## config.mk

```make
export PLATFORM = sky130hd
export DESIGN_NAME = integer_matrix_determinant_unit_flat
export DESIGN_NICKNAME = d
export VERILOG_FILES = /design/src/rtl/idu_pkg.sv /design/src/rtl/idu_if.sv /design/src/rtl/idu_alu.sv /design/src/rtl/idu_store.sv /design/src/rtl/integer_matrix_determinant_unit.sv /design/src/flat_wrapper.sv
export SDC_FILE = /design/constraint.sdc
export NUM_CORES = 2
export LEC_CHECK = 0
export ABC_AREA = 0
export BUFFER_PORTS_ARGS = -buffer_cell sky130_fd_sc_hd__buf_2
export CORE_ASPECT_RATIO = 1.1
export CORE_UTILIZATION = 30
export DETAILED_ROUTE_END_ITERATION = 8
export PLACE_DENSITY = 0.46
export RECOVER_POWER = 100
export SYNTH_ARGS = -nofsm -noshare
export SYNTH_HDL_FRONTEND = slang
export SYNTH_SLANG_ARGS = --single-unit
```

## constraint.sdc

```tcl
create_clock -name i_clk -period 29.3 [get_ports i_clk]
set_input_delay 2.93 -clock i_clk [delete_from_list [all_inputs] [get_ports i_clk]]
set_output_delay 2.93 -clock i_clk [all_outputs]
set_load 0.01 [all_outputs]
```

## src/rtl/idu_pkg.sv

```systemverilog
// Shared constants, types and helper functions of the integer matrix determinant unit.
package idu_pkg;

    localparam int MAX_SIZE = 4;
    localparam int CELLS    = MAX_SIZE * MAX_SIZE;
    localparam int RW       = (MAX_SIZE > 1) ? $clog2(MAX_SIZE) : 1;
    localparam int SW       = $clog2(MAX_SIZE + 1);
    localparam int AW       = (CELLS > 1) ? $clog2(CELLS) : 1;
    localparam int DW       = 32;
    localparam int CFG_W    = 3;

    localparam logic [CFG_W-1:0] SIZE_RESET = CFG_W'(3);

    typedef enum logic [1:0] {
        ALU_ADD,
        ALU_SUB,
        ALU_MUL
    } t_alu_op;

    typedef struct packed {
        t_alu_op              op;
        logic signed [DW-1:0] a;
        logic signed [DW-1:0] b;
    } t_alu_req;

    typedef struct packed {
        logic signed [DW-1:0] res;
        logic                 ov;
    } t_alu_rsp;

    typedef struct packed {
        logic          found;
        logic [RW-1:0] idx;
    } t_pick;

    typedef enum logic [3:0] {
        S_LOAD,
        S_ENTER,
        S_B_RD0,
        S_B_RD1,
        S_B_MUL0,
        S_B_RD3,
        S_B_MUL1,
        S_B_SUB,
        S_E_RD,
        S_E_SIGN,
        S_RET_MUL,
        S_RET_ADD,
        S_RET_NEXT,
        S_POP
    } t_state;

    function automatic t_pick pick_row(input logic [MAX_SIZE-1:0] mask,
                                       input logic [SW-1:0] start);
        t_pick p;
        p.found = 1'b0;
        p.idx   = '0;
        for (int i = MAX_SIZE - 1; i >= 0; i--) begin
            if (mask[i] && (i >= int'(start))) begin
                p.found = 1'b1;
                p.idx   = RW'(i);
            end
        end
        return p;
    endfunction

    function automatic logic [AW-1:0] cell_addr(input logic [RW-1:0] row,
                                                input logic [SW-1:0] col);
        return AW'(int'(row) * MAX_SIZE + int'(col));
    endfunction

endpackage

```

## src/rtl/idu_if.sv

```systemverilog
// Stream interfaces for matrix element beats and determinant result beats.
interface idu_elem_if;
    logic                            valid;
    logic                            ready;
    logic signed [idu_pkg::DW-1:0]   element_value;

    modport source (output valid, output element_value, input ready);
    modport sink   (input valid, input element_value, output ready);
endinterface

interface idu_det_if;
    logic                            valid;
    logic                            ready;
    logic signed [idu_pkg::DW-1:0]   det_value;
    logic                            overflow;

    modport source (output valid, output det_value, output overflow, input ready);
    modport sink   (input valid, input det_value, input overflow, output ready);
endinterface

```

## src/rtl/idu_alu.sv

```systemverilog
// Shared add, subtract and multiply unit with signed 32-bit range check.
module idu_alu (
    input  idu_pkg::t_alu_req i_req,
    output idu_pkg::t_alu_rsp o_rsp
);
    logic signed [63:0] wide;

    always_comb begin
        unique case (i_req.op)
            idu_pkg::ALU_ADD: wide = 64'(i_req.a) + 64'(i_req.b);
            idu_pkg::ALU_SUB: wide = 64'(i_req.a) - 64'(i_req.b);
            idu_pkg::ALU_MUL: wide = 64'(i_req.a) * 64'(i_req.b);
            default:          wide = '0;
        endcase
    end

    assign o_rsp.res = wide[idu_pkg::DW-1:0];
    assign o_rsp.ov  = (wide[63:idu_pkg::DW-1] != {(65 - idu_pkg::DW){wide[idu_pkg::DW-1]}});
endmodule

```

## src/rtl/idu_store.sv

```systemverilog
// Matrix element memory with one write port and one registered read port.
module idu_store (
    input  logic                          i_clk,
    input  logic                          i_we,
    input  logic [idu_pkg::AW-1:0]        i_waddr,
    input  logic signed [idu_pkg::DW-1:0] i_wdata,
    input  logic [idu_pkg::AW-1:0]        i_raddr,
    output logic signed [idu_pkg::DW-1:0] o_rdata
);
    logic signed [idu_pkg::DW-1:0] r_mem [0:idu_pkg::CELLS-1];

    always_ff @(posedge i_clk) begin
        if (i_we) begin
            r_mem[i_waddr] <= i_wdata;
        end
        o_rdata <= r_mem[i_raddr];
    end
endmodule

```

## src/rtl/integer_matrix_determinant_unit.sv

```systemverilog
// Determinant unit top level: element loader, cofactor expansion sequencer and result register.
// Elements arrive one beat per cycle in row-major order; after the last element the unit
// walks the cofactor expansion along the first column on one shared 32-bit multiply/add
// unit, reading the element memory one word at a time. An n x n matrix takes n*n element
// beats; for size 1 the result beat is registered straight from the last element's beat,
// and for larger sizes it is registered when the expansion finishes; the element port is
// not ready during the expansion, and while a result beat waits to be taken it still takes
// elements but holds off the last element of the next matrix. Wrapped 32-bit arithmetic is
// used throughout, and the overflow bit is set if any product or sum left the signed
// 32-bit range.
module integer_matrix_determinant_unit (
    input  logic                  i_clk,
    input  logic                  i_rst_n,
    idu_elem_if.sink              i_elem,
    idu_det_if.source             o_det,
    input  logic                  i_psel,
    input  logic                  i_penable,
    input  logic                  i_pwrite,
    input  logic [2:0]            i_paddr,
    input  logic [31:0]           i_pwdata,
    output logic [31:0]           o_prdata,
    output logic                  o_pready
);
    localparam int MS = idu_pkg::MAX_SIZE;
    localparam int RW = idu_pkg::RW;
    localparam int SW = idu_pkg::SW;
    localparam int DW = idu_pkg::DW;

    idu_pkg::t_state r_state, n_state;

    logic [idu_pkg::CFG_W-1:0] r_cfg;
    logic [RW-1:0]             r_lrow, n_lrow, r_lcol, n_lcol;
    logic [SW-1:0]             r_lvl, n_lvl;
    logic [MS-1:0]             r_mask [0:MS];
    logic [MS-1:0]             n_mask [0:MS];
    logic [RW-1:0]             r_row  [0:MS];
    logic [RW-1:0]             n_row  [0:MS];
    logic                      r_sign [0:MS];
    logic                      n_sign [0:MS];
    logic signed [DW-1:0]      r_acc  [0:MS];
    logic signed [DW-1:0]      n_acc  [0:MS];
    logic signed [DW-1:0]      r_t    [0:MS];
    logic signed [DW-1:0]      n_t    [0:MS];
    logic signed [DW-1:0]      r_opa, n_opa, r_p0, n_p0, r_ret, n_ret;
    logic                      r_ov, n_ov;
    logic                      r_out_valid, n_out_valid;
    logic signed [DW-1:0]      r_det, n_det;
    logic                      r_det_ov, n_det_ov;

    logic [SW-1:0]             size_use;
    logic [SW-1:0]             col;
    logic                      cfg_wr;
    logic                      elem_acc;
    logic                      last_elem;
    idu_pkg::t_pick            bp0, bp1, nxt;
    idu_pkg::t_alu_req         alu_req;
    idu_pkg::t_alu_rsp         alu_rsp;
    logic [idu_pkg::AW-1:0]    rd_addr;
    logic signed [DW-1:0]      rdata;
    logic [MS-1:0]             full_mask;

    always_comb begin
        if (r_cfg == '0) begin
            size_use = SW'(1);
        end else if (int'(r_cfg) > MS) begin
            size_use = SW'(MS);
        end else begin
            size_use = SW'(r_cfg);
        end
    end

    always_comb begin
        for (int i = 0; i < MS; i++) begin
            full_mask[i] = (i < int'(size_use));
        end
    end

    assign cfg_wr    = i_psel && i_penable && i_pwrite && (i_paddr[2] == 1'b0);
    assign o_pready  = 1'b1;
    assign o_prdata  = (i_paddr[2] == 1'b0) ? 32'(r_cfg) : 32'd0;

    assign i_elem.ready = (r_state == idu_pkg::S_LOAD) && !(r_out_valid && last_elem);
    assign elem_acc     = i_elem.valid && i_elem.ready;
    assign last_elem    = (SW'(r_lrow) == size_use - SW'(1)) &&
                          (SW'(r_lcol) == size_use - SW'(1));

    assign o_det.valid     = r_out_valid;
    assign o_det.det_value = r_det;
    assign o_det.overflow  = r_det_ov;

    assign col = size_use - r_lvl;
    assign bp0 = idu_pkg::pick_row(r_mask[r_lvl], '0);
    assign bp1 = idu_pkg::pick_row(r_mask[r_lvl], SW'(bp0.idx) + SW'(1));
    assign nxt = idu_pkg::pick_row(r_mask[r_lvl], SW'(r_row[r_lvl]) + SW'(1));

    always_comb begin
        unique case (r_state)
            idu_pkg::S_B_RD0:  rd_addr = idu_pkg::cell_addr(bp0.idx, col);
            idu_pkg::S_B_RD1:  rd_addr = idu_pkg::cell_addr(bp1.idx, col + SW'(1));
            idu_pkg::S_B_MUL0: rd_addr = idu_pkg::cell_addr(bp1.idx, col);
            idu_pkg::S_B_RD3:  rd_addr = idu_pkg::cell_addr(bp0.idx, col + SW'(1));
            idu_pkg::S_E_RD:   rd_addr = idu_pkg::cell_addr(r_row[r_lvl], col);
            default:           rd_addr = '0;
        endcase
    end

    idu_store u_store (
        .i_clk   (i_clk),
        .i_we    (elem_acc),
        .i_waddr (idu_pkg::cell_addr(r_lrow, SW'(r_lcol))),
        .i_wdata (i_elem.element_value),
        .i_raddr (rd_addr),
        .o_rdata (rdata)
    );

    idu_alu u_alu (
        .i_req (alu_req),
        .o_rsp (alu_rsp)
    );

    always_comb begin
        n_state     = r_state;
        n_lrow      = r_lrow;
        n_lcol      = r_lcol;
        n_lvl       = r_lvl;
        n_mask      = r_mask;
        n_row       = r_row;
        n_sign      = r_sign;
        n_acc       = r_acc;
        n_t         = r_t;
        n_opa       = r_opa;
        n_p0        = r_p0;
        n_ret       = r_ret;
        n_ov        = r_ov;
        n_out_valid = r_out_valid;
        n_det       = r_det;
        n_det_ov    = r_det_ov;
        alu_req.op  = idu_pkg::ALU_ADD;
        alu_req.a   = '0;
        alu_req.b   = '0;

        if (o_det.valid && o_det.ready) begin
            n_out_valid = 1'b0;
        end

        unique case (r_state)
            idu_pkg::S_LOAD: begin
                if (elem_acc) begin
                    if (last_elem) begin
                        n_lrow = '0;
                        n_lcol = '0;
                        if (size_use == SW'(1)) begin
                            n_det       = i_elem.element_value;
                            n_det_ov    = 1'b0;
                            n_out_valid = 1'b1;
                        end else begin
                            n_lvl           = size_use;
                            n_mask[size_use] = full_mask;
                            n_ov            = 1'b0;
                            n_state         = idu_pkg::S_ENTER;
                        end
                    end else if (SW'(r_lcol) == size_use - SW'(1)) begin
                        n_lcol = '0;
                        n_lrow = r_lrow + RW'(1);
                    end else begin
                        n_lcol = r_lcol + RW'(1);
                    end
                end
                if (cfg_wr) begin
                    n_lrow = '0;
                    n_lcol = '0;
                end
            end
            idu_pkg::S_ENTER: begin
                if (r_lvl == SW'(2)) begin
                    n_state = idu_pkg::S_B_RD0;
                end else begin
                    n_acc[r_lvl]  = '0;
                    n_sign[r_lvl] = 1'b0;
                    n_row[r_lvl]  = bp0.idx;
                    n_state       = idu_pkg::S_E_RD;
                end
            end
            idu_pkg::S_B_RD0: begin
                n_state = idu_pkg::S_B_RD1;
            end
            idu_pkg::S_B_RD1: begin
                n_opa   = rdata;
                n_state = idu_pkg::S_B_MUL0;
            end
            idu_pkg::S_B_MUL0: begin
                alu_req.op = idu_pkg::ALU_MUL;
                alu_req.a  = r_opa;
                alu_req.b  = rdata;
                n_p0       = alu_rsp.res;
                n_ov       = r_ov | alu_rsp.ov;
                n_state    = idu_pkg::S_B_RD3;
            end
            idu_pkg::S_B_RD3: begin
                n_opa   = rdata;
                n_state = idu_pkg::S_B_MUL1;
            end
            idu_pkg::S_B_MUL1: begin
                alu_req.op = idu_pkg::ALU_MUL;
                alu_req.a  = r_opa;
                alu_req.b  = rdata;
                n_ret      = alu_rsp.res;
                n_ov       = r_ov | alu_rsp.ov;
                n_state    = idu_pkg::S_B_SUB;
            end
            idu_pkg::S_B_SUB: begin
                alu_req.op = idu_pkg::ALU_SUB;
                alu_req.a  = r_p0;
                alu_req.b  = r_ret;
                n_ret      = alu_rsp.res;
                n_ov       = r_ov | alu_rsp.ov;
                n_state    = idu_pkg::S_POP;
            end
            idu_pkg::S_E_RD: begin
                n_state = idu_pkg::S_E_SIGN;
            end
            idu_pkg::S_E_SIGN: begin
                alu_req.op = r_sign[r_lvl] ? idu_pkg::ALU_SUB : idu_pkg::ALU_ADD;
                alu_req.a  = '0;
                alu_req.b  = rdata;
                n_t[r_lvl] = alu_rsp.res;
                n_ov       = r_ov | alu_rsp.ov;
                n_mask[r_lvl - SW'(1)] = r_mask[r_lvl] & ~(MS'(1) << r_row[r_lvl]);
                n_lvl      = r_lvl - SW'(1);
                n_state    = idu_pkg::S_ENTER;
            end
            idu_pkg::S_RET_MUL: begin
                alu_req.op = idu_pkg::ALU_MUL;
                alu_req.a  = r_t[r_lvl];
                alu_req.b  = r_ret;
                n_t[r_lvl] = alu_rsp.res;
                n_ov       = r_ov | alu_rsp.ov;
                n_state    = idu_pkg::S_RET_ADD;
            end
            idu_pkg::S_RET_ADD: begin
                alu_req.op   = idu_pkg::ALU_ADD;
                alu_req.a    = r_acc[r_lvl];
                alu_req.b    = r_t[r_lvl];
                n_acc[r_lvl] = alu_rsp.res;
                n_ov         = r_ov | alu_rsp.ov;
                n_state      = idu_pkg::S_RET_NEXT;
            end
            idu_pkg::S_RET_NEXT: begin
                n_sign[r_lvl] = !r_sign[r_lvl];
                if (nxt.found) begin
                    n_row[r_lvl] = nxt.idx;
                    n_state      = idu_pkg::S_E_RD;
                end else begin
                    n_ret   = r_acc[r_lvl];
                    n_state = idu_pkg::S_POP;
                end
            end
            idu_pkg::S_POP: begin
                if (r_lvl == size_use) begin
                    n_det       = r_ret;
                    n_det_ov    = r_ov;
                    n_out_valid = 1'b1;
                    n_state     = idu_pkg::S_LOAD;
                end else begin
                    n_lvl   = r_lvl + SW'(1);
                    n_state = idu_pkg::S_RET_MUL;
                end
            end
            default: begin
                n_state = idu_pkg::S_LOAD;
            end
        endcase
    end

    always_ff @(posedge i_clk) begin
        if (!i_rst_n) begin
            r_state     <= idu_pkg::S_LOAD;
            r_cfg       <= idu_pkg::SIZE_RESET;
            r_lrow      <= '0;
            r_lcol      <= '0;
            r_out_valid <= 1'b0;
            r_ov        <= 1'b0;
            r_lvl       <= '0;
        end else begin
            r_state     <= n_state;
            r_lrow      <= n_lrow;
            r_lcol      <= n_lcol;
            r_out_valid <= n_out_valid;
            r_ov        <= n_ov;
            r_lvl       <= n_lvl;
            if (cfg_wr) begin
                r_cfg <= i_pwdata[idu_pkg::CFG_W-1:0];
            end
        end
    end

    always_ff @(posedge i_clk) begin
        r_mask   <= n_mask;
        r_row    <= n_row;
        r_sign   <= n_sign;
        r_acc    <= n_acc;
        r_t      <= n_t;
        r_opa    <= n_opa;
        r_p0     <= n_p0;
        r_ret    <= n_ret;
        r_det    <= n_det;
        r_det_ov <= n_det_ov;
    end
endmodule
```

## src/flat_wrapper.sv

```systemverilog
// flat-port wrapper written by rule: the top's interface ports become plain ports
module integer_matrix_determinant_unit_flat 
  (i_clk, i_rst_n, i_psel, i_penable, i_pwrite, i_paddr, i_pwdata, o_prdata, o_pready, i_elem_valid, i_elem_element_value, i_elem_ready, o_det_valid, o_det_det_value, o_det_overflow, o_det_ready);
  idu_elem_if i_elem_i ();
  idu_det_if o_det_i ();
  input  logic i_clk;
  input  logic i_rst_n;
  input  logic i_psel;
  input  logic i_penable;
  input  logic i_pwrite;
  input  logic [2:0] i_paddr;
  input  logic [31:0] i_pwdata;
  output logic [31:0] o_prdata;
  output logic o_pready;
  input wire logic [$bits(i_elem_i.valid)-1:0] i_elem_valid;
  input wire logic [$bits(i_elem_i.element_value)-1:0] i_elem_element_value;
  output wire logic [$bits(i_elem_i.ready)-1:0] i_elem_ready;
  output wire logic [$bits(o_det_i.valid)-1:0] o_det_valid;
  output wire logic [$bits(o_det_i.det_value)-1:0] o_det_det_value;
  output wire logic [$bits(o_det_i.overflow)-1:0] o_det_overflow;
  input wire logic [$bits(o_det_i.ready)-1:0] o_det_ready;
  assign i_elem_i.valid = i_elem_valid;
  assign i_elem_i.element_value = i_elem_element_value;
  assign i_elem_ready = i_elem_i.ready;
  assign o_det_valid = o_det_i.valid;
  assign o_det_det_value = o_det_i.det_value;
  assign o_det_overflow = o_det_i.overflow;
  assign o_det_i.ready = o_det_ready;
  integer_matrix_determinant_unit u_core (.i_clk(i_clk), .i_rst_n(i_rst_n), .i_elem(i_elem_i), .o_det(o_det_i), .i_psel(i_psel), .i_penable(i_penable), .i_pwrite(i_pwrite), .i_paddr(i_paddr), .i_pwdata(i_pwdata), .o_prdata(o_prdata), .o_pready(o_pready));
endmodule
```

==> run summary <==
========================================================================================
Area enclosed by the die boundary .........................................  277600 um^2
Hold Crit Start ........................................................... u_core.u_store.o_rdata[16]$_DFF_P_
Minimum clock period after layout .........................................     18030 ps
Length in cells of the worst reg-to-reg path ..............................           33
Worst r2r src ............................................................. u_core.r_lvl[1]$_SDFFE_PN0P_
Non-filler instance count after layout ....................................        11370
Power density over the cells .............................................. 34.74 nW/um^2
Final critical-path share of the clock period .............................       61.55%
Number of different library cells in the post-synthesis netlist ...........          109
Cell type with the largest total area after synthesis .....................     edfxtp_1
Worst slack at placement ..................................................     15870 ps
End of the worst hold path ................................................ u_core.r_opa[16]$_DFFE_PN_
Leakage power figure ......................................................     32.17 nW
Gate count of the mapped netlist ..........................................         7689
Post-synth EDFFs ..........................................................          996
Number of H-tree levels ...................................................            3
Crit-path max cell delay ..................................................      2320 ps
Achievable clock frequency ................................................    55.45 MHz
Initial antenna violation count ...........................................           20
Final slew viol count .....................................................         1171
Weighted congestion at the end of routability-driven global placement .....       0.9273
Fraction of layout cells with a size suffix above 1 .......................       5.756%
Max-capacitance violation count ...........................................           41
CTS Root Cell .............................................................    clkbuf_16
Synthesis-to-layout area growth ...........................................       9.809%
PortBufs ..................................................................           80
Maximum fanout encountered on the critical timing path ....................           34
Violations in the final reports ........................................... max-capacitance violations, max-slew violations
Resize count post-CTS .....................................................            0
Setup WS post-layout ......................................................     11270 ps
DR WL/cell ................................................................     26.27 um
Net count reported at finish ..............................................         9052
Vias post-DR ..............................................................        59000
GRT Overall Usage .........................................................       21.33%
Vias in the first global route ............................................        61080
Width of the die ..........................................................     502.4 um
Path type of the worst setup path ......................................... flop to flop
Overall overflow remaining after global route .............................            0
Post-route cell area ......................................................   90750 um^2
Netlist area before placement .............................................   82650 um^2
Final core area utilization ...............................................       33.20%
Data required time at the worst endpoint ..................................     29850 ps
Residual antenna-violating net count after detailed routing ...............            0
Num rows ..................................................................          201
Count of hold buffers inserted by post-cts repair .........................            0
Power after layout ........................................................     3.153 mW
Final clock skew ..........................................................     82.40 ps
Worst setup SP type .......................................................         flop
Clk pin slew, worst setup/hold paths ......................................        70 ps
Placed cell areas .........................................................   87750 um^2
Crit end category .........................................................         flop
Number of sinks driven by the clock tree ..................................         1044
Worst hold stages .........................................................            0
Setup slack of the most critical reg-to-reg path ..........................     11270 ps
Iteration-0 DRC count of the detailed router ..............................         5256
Result of the run ......................................................... finished, violations left
Slew margin rel. ..........................................................      -370.3%
Residual DRC ..............................................................            0
Flops & latches, synth ....................................................         1044
Chip Height ...............................................................     552.5 um
Number of clock buffers inserted by TritonCTS .............................          100
R2R Path End .............................................................. u_core.r_ov$_SDFFE_PN0P_
Library cell appearing most often on the critical path ....................         fa_1
Initial standard-cell utilization of the core .............................       30.23%
Post-CTS Setup Inserts ....................................................            0
Wire length of the first global-routing pass ..............................     432.3 mm
Count of final hold-check violations ......................................            0
Clock latency on the worst-skew pair ......................................       740 ps
Number of search-and-repair iterations in the first detailed-routing pass .            8
Dominant register cell in the synthesized netlist .........................     edfxtp_1
Total of endpoints with negative setup slack in the final report ..........            0
HP Class .................................................................. flop to flop
Core Footprint ............................................................  273400 um^2
Cell types occupying the most area after synthesis ........................ edfxtp_1 36%, fa_1 26%, inv_1 4.7%
Clock tree from TritonCTS .................................................          yes
Synth Area per Inst .......................................................   10.75 um^2
Fraction of post-synthesis cell area in the top cell type by area .........       36.19%
Placed Instances ..........................................................        11180
Count of pins on the block boundary .......................................          142
Sum of negative setup slack ...............................................         0 ps
Maximum count of clock buffers along a single path ........................            3
Multi-input combinational cell area .......................................   46280 um^2
Peak ir drop on the vdd network ...........................................   0.05451 mV
Unrepaired setup endpoints after global routing ...........................           no
Slew at the pin closest to its max-slew limit .............................      7054 ps
Final-layout worst hold slack .............................................     448.6 ps
Async S/R FF share, synth .................................................           0%
Cell type of the slowest stage on the worst timing path ...................     clkbuf_1
FILL cells ................................................................        27820
Sequential cell area fraction in the yosys report .........................       37.35%
Detailed Route WL .........................................................     298.8 mm
Half-perimeter wire length after placement ................................     210.4 mm
Arrival time of the worst setup path ......................................     18580 ps
Largest net degree at the start of global routing .........................          158
Yosys warnings ............................................................            0
Sequential standard cell area .............................................   30870 um^2
Vias per cell .............................................................        5.189
========================================================================================
flip-flops by register name (all words and copies together) (netlist names):
signal,flops
u_core.r_p0,32
u_core.u_store.r_mem,512
u_core.r_t,160
u_core.r_state,4
u_core.o_det.det_value,32
u_core.r_lcol,2
u_core.r_sign,5
u_core.o_det.overflow,1
u_core.o_det.valid,1
u_core.r_ov,1
u_core.r_row,10
u_core.r_cfg,3
u_core.r_mask,20
u_core.r_lrow,2
u_core.r_lvl,3
u_core.r_acc,160
u_core.r_ret,32
u_core.u_store.o_rdata,32
u_core.r_opa,32
where the power goes:
part	switching (mW)	internal [mW]	total [mW]
clock	0.600	0.766	1.37
combinational	0.0833	0.0320	0.115
sequential	0.0188	1.65	1.67
total	0.702	2.45	3.15
layout make-up:
type                            count  share of cell area (%)
Antenna cell                        3                0.008272
Clock inverter                     59                  0.7900
Clock buffer                      131                   2.985
Inverter                         1059                   4.380
Sequential cell                  1044                   34.02
Multi-Input combinational cell   5143                   51.00
Timing Repair Buffer              278                   1.784
Tap cell                         3654                   5.038
cells in the mapped netlist, types with 7 or more instances:
library cell	number
a211o_1	10
a211oi_1	145
a21o_1	48
a21oi_1	241
a221o_1	19
a221oi_1	53
a222oi_1	7
a22o_1	84
a22oi_1	89
a311oi_1	67
a31oi_1	84
and2_1	139
and3_1	29
buf_1	22
buf_2	21
buf_4	33
clkbuf_1	387
clkinv_1	21
dfxtp_1	48
edfxtp_1	996
fa_1	1085
ha_1	267
inv_1	1037
mux2i_1	118
mux4_2	13
nand2_1	954
nand2b_1	20
nand3_1	33
nand4_1	17
nor2_1	889
nor2b_1	29
nor3_1	37
nor4_1	7
o211ai_1	15
o21a_1	37
o21ai_0	238
o21ai_1	26
o21bai_1	19
o221a_2	21
o221ai_1	11
o22ai_1	25
o31ai_1	13
or3_1	10
xnor2_1	59
xor2_1	30
cells in the final DEF, fill, tap and decap left out, types with 137 or more instances in the layout:
cell type	count
and2_1	137
o21ai_0	235
buf_4	137
nand2_1	954
nor2_1	872
edfxtp_1	996
a211oi_1	145
clkbuf_1	150
fa_1	1085
inv_1	1034
ha_1	267
a21oi_1	235
worst max path at each step:
stage                                         startpoint                  endpoint  slack [ps]
after detailed placement  u_core.r_state[3]$_SDFFE_PN0P_  u_core.r_ov$_SDFFE_PN0P_       15870
after global routing        u_core.r_lvl[1]$_SDFFE_PN0P_  u_core.r_ov$_SDFFE_PN0P_       10680
after global placement    u_core.r_state[3]$_SDFFE_PN0P_  u_core.r_ov$_SDFFE_PN0P_       15920
after CTS                 u_core.r_state[3]$_SDFFE_PN0P_  u_core.r_ov$_SDFFE_PN0P_       15720
final                       u_core.r_lvl[1]$_SDFFE_PN0P_  u_core.r_ov$_SDFFE_PN0P_       11270
after floorplan             u_core.r_lvl[1]$_SDFFE_PN0P_  u_core.r_ov$_SDFFE_PN0P_       18800
worst max-delay path, delay by kind of cell, from the launching register on:
kind,cells,cell delay (ps)
mux,1,620
simple gates,5,1240
compound gates,8,2390
flops,1,680
buf+inv,9,8300
fa+ha+maj,9,4320
xor+xnor,1,180
cells by family (layout without fill, tap and decap cells):
group / after synthesis / count (layout) / share of synthesized area (%)
muxes: 135 / 135 / 1.838
DFF: 1044 / 1044 / 37.35
other: 2 / 33 / 0.009087
and+or+nand+nor: 2204 / 2204 / 11.09
buffers and inverters: 1530 / 1527 / 7.221
AOI/OAI and AO/OA: 1333 / 1333 / 11.22
adders and majority gates: 1352 / 1352 / 30.32
xor gates and xnor gates: 89 / 89 / 0.9432
metal layers:
metal / vias to the layer above / track usage [%] / share of wire, %
met3: 463 / 2.870 / 5.8
met1: 31020 / 27.23 / 41
met4: 16 / 7.054 / 3.9
met2: 2057 / 36.89 / 49
met5: - / 0 / 0.034
li1: 25450 / - / -
Note: power is estimated with default switching activity, not from simulation.
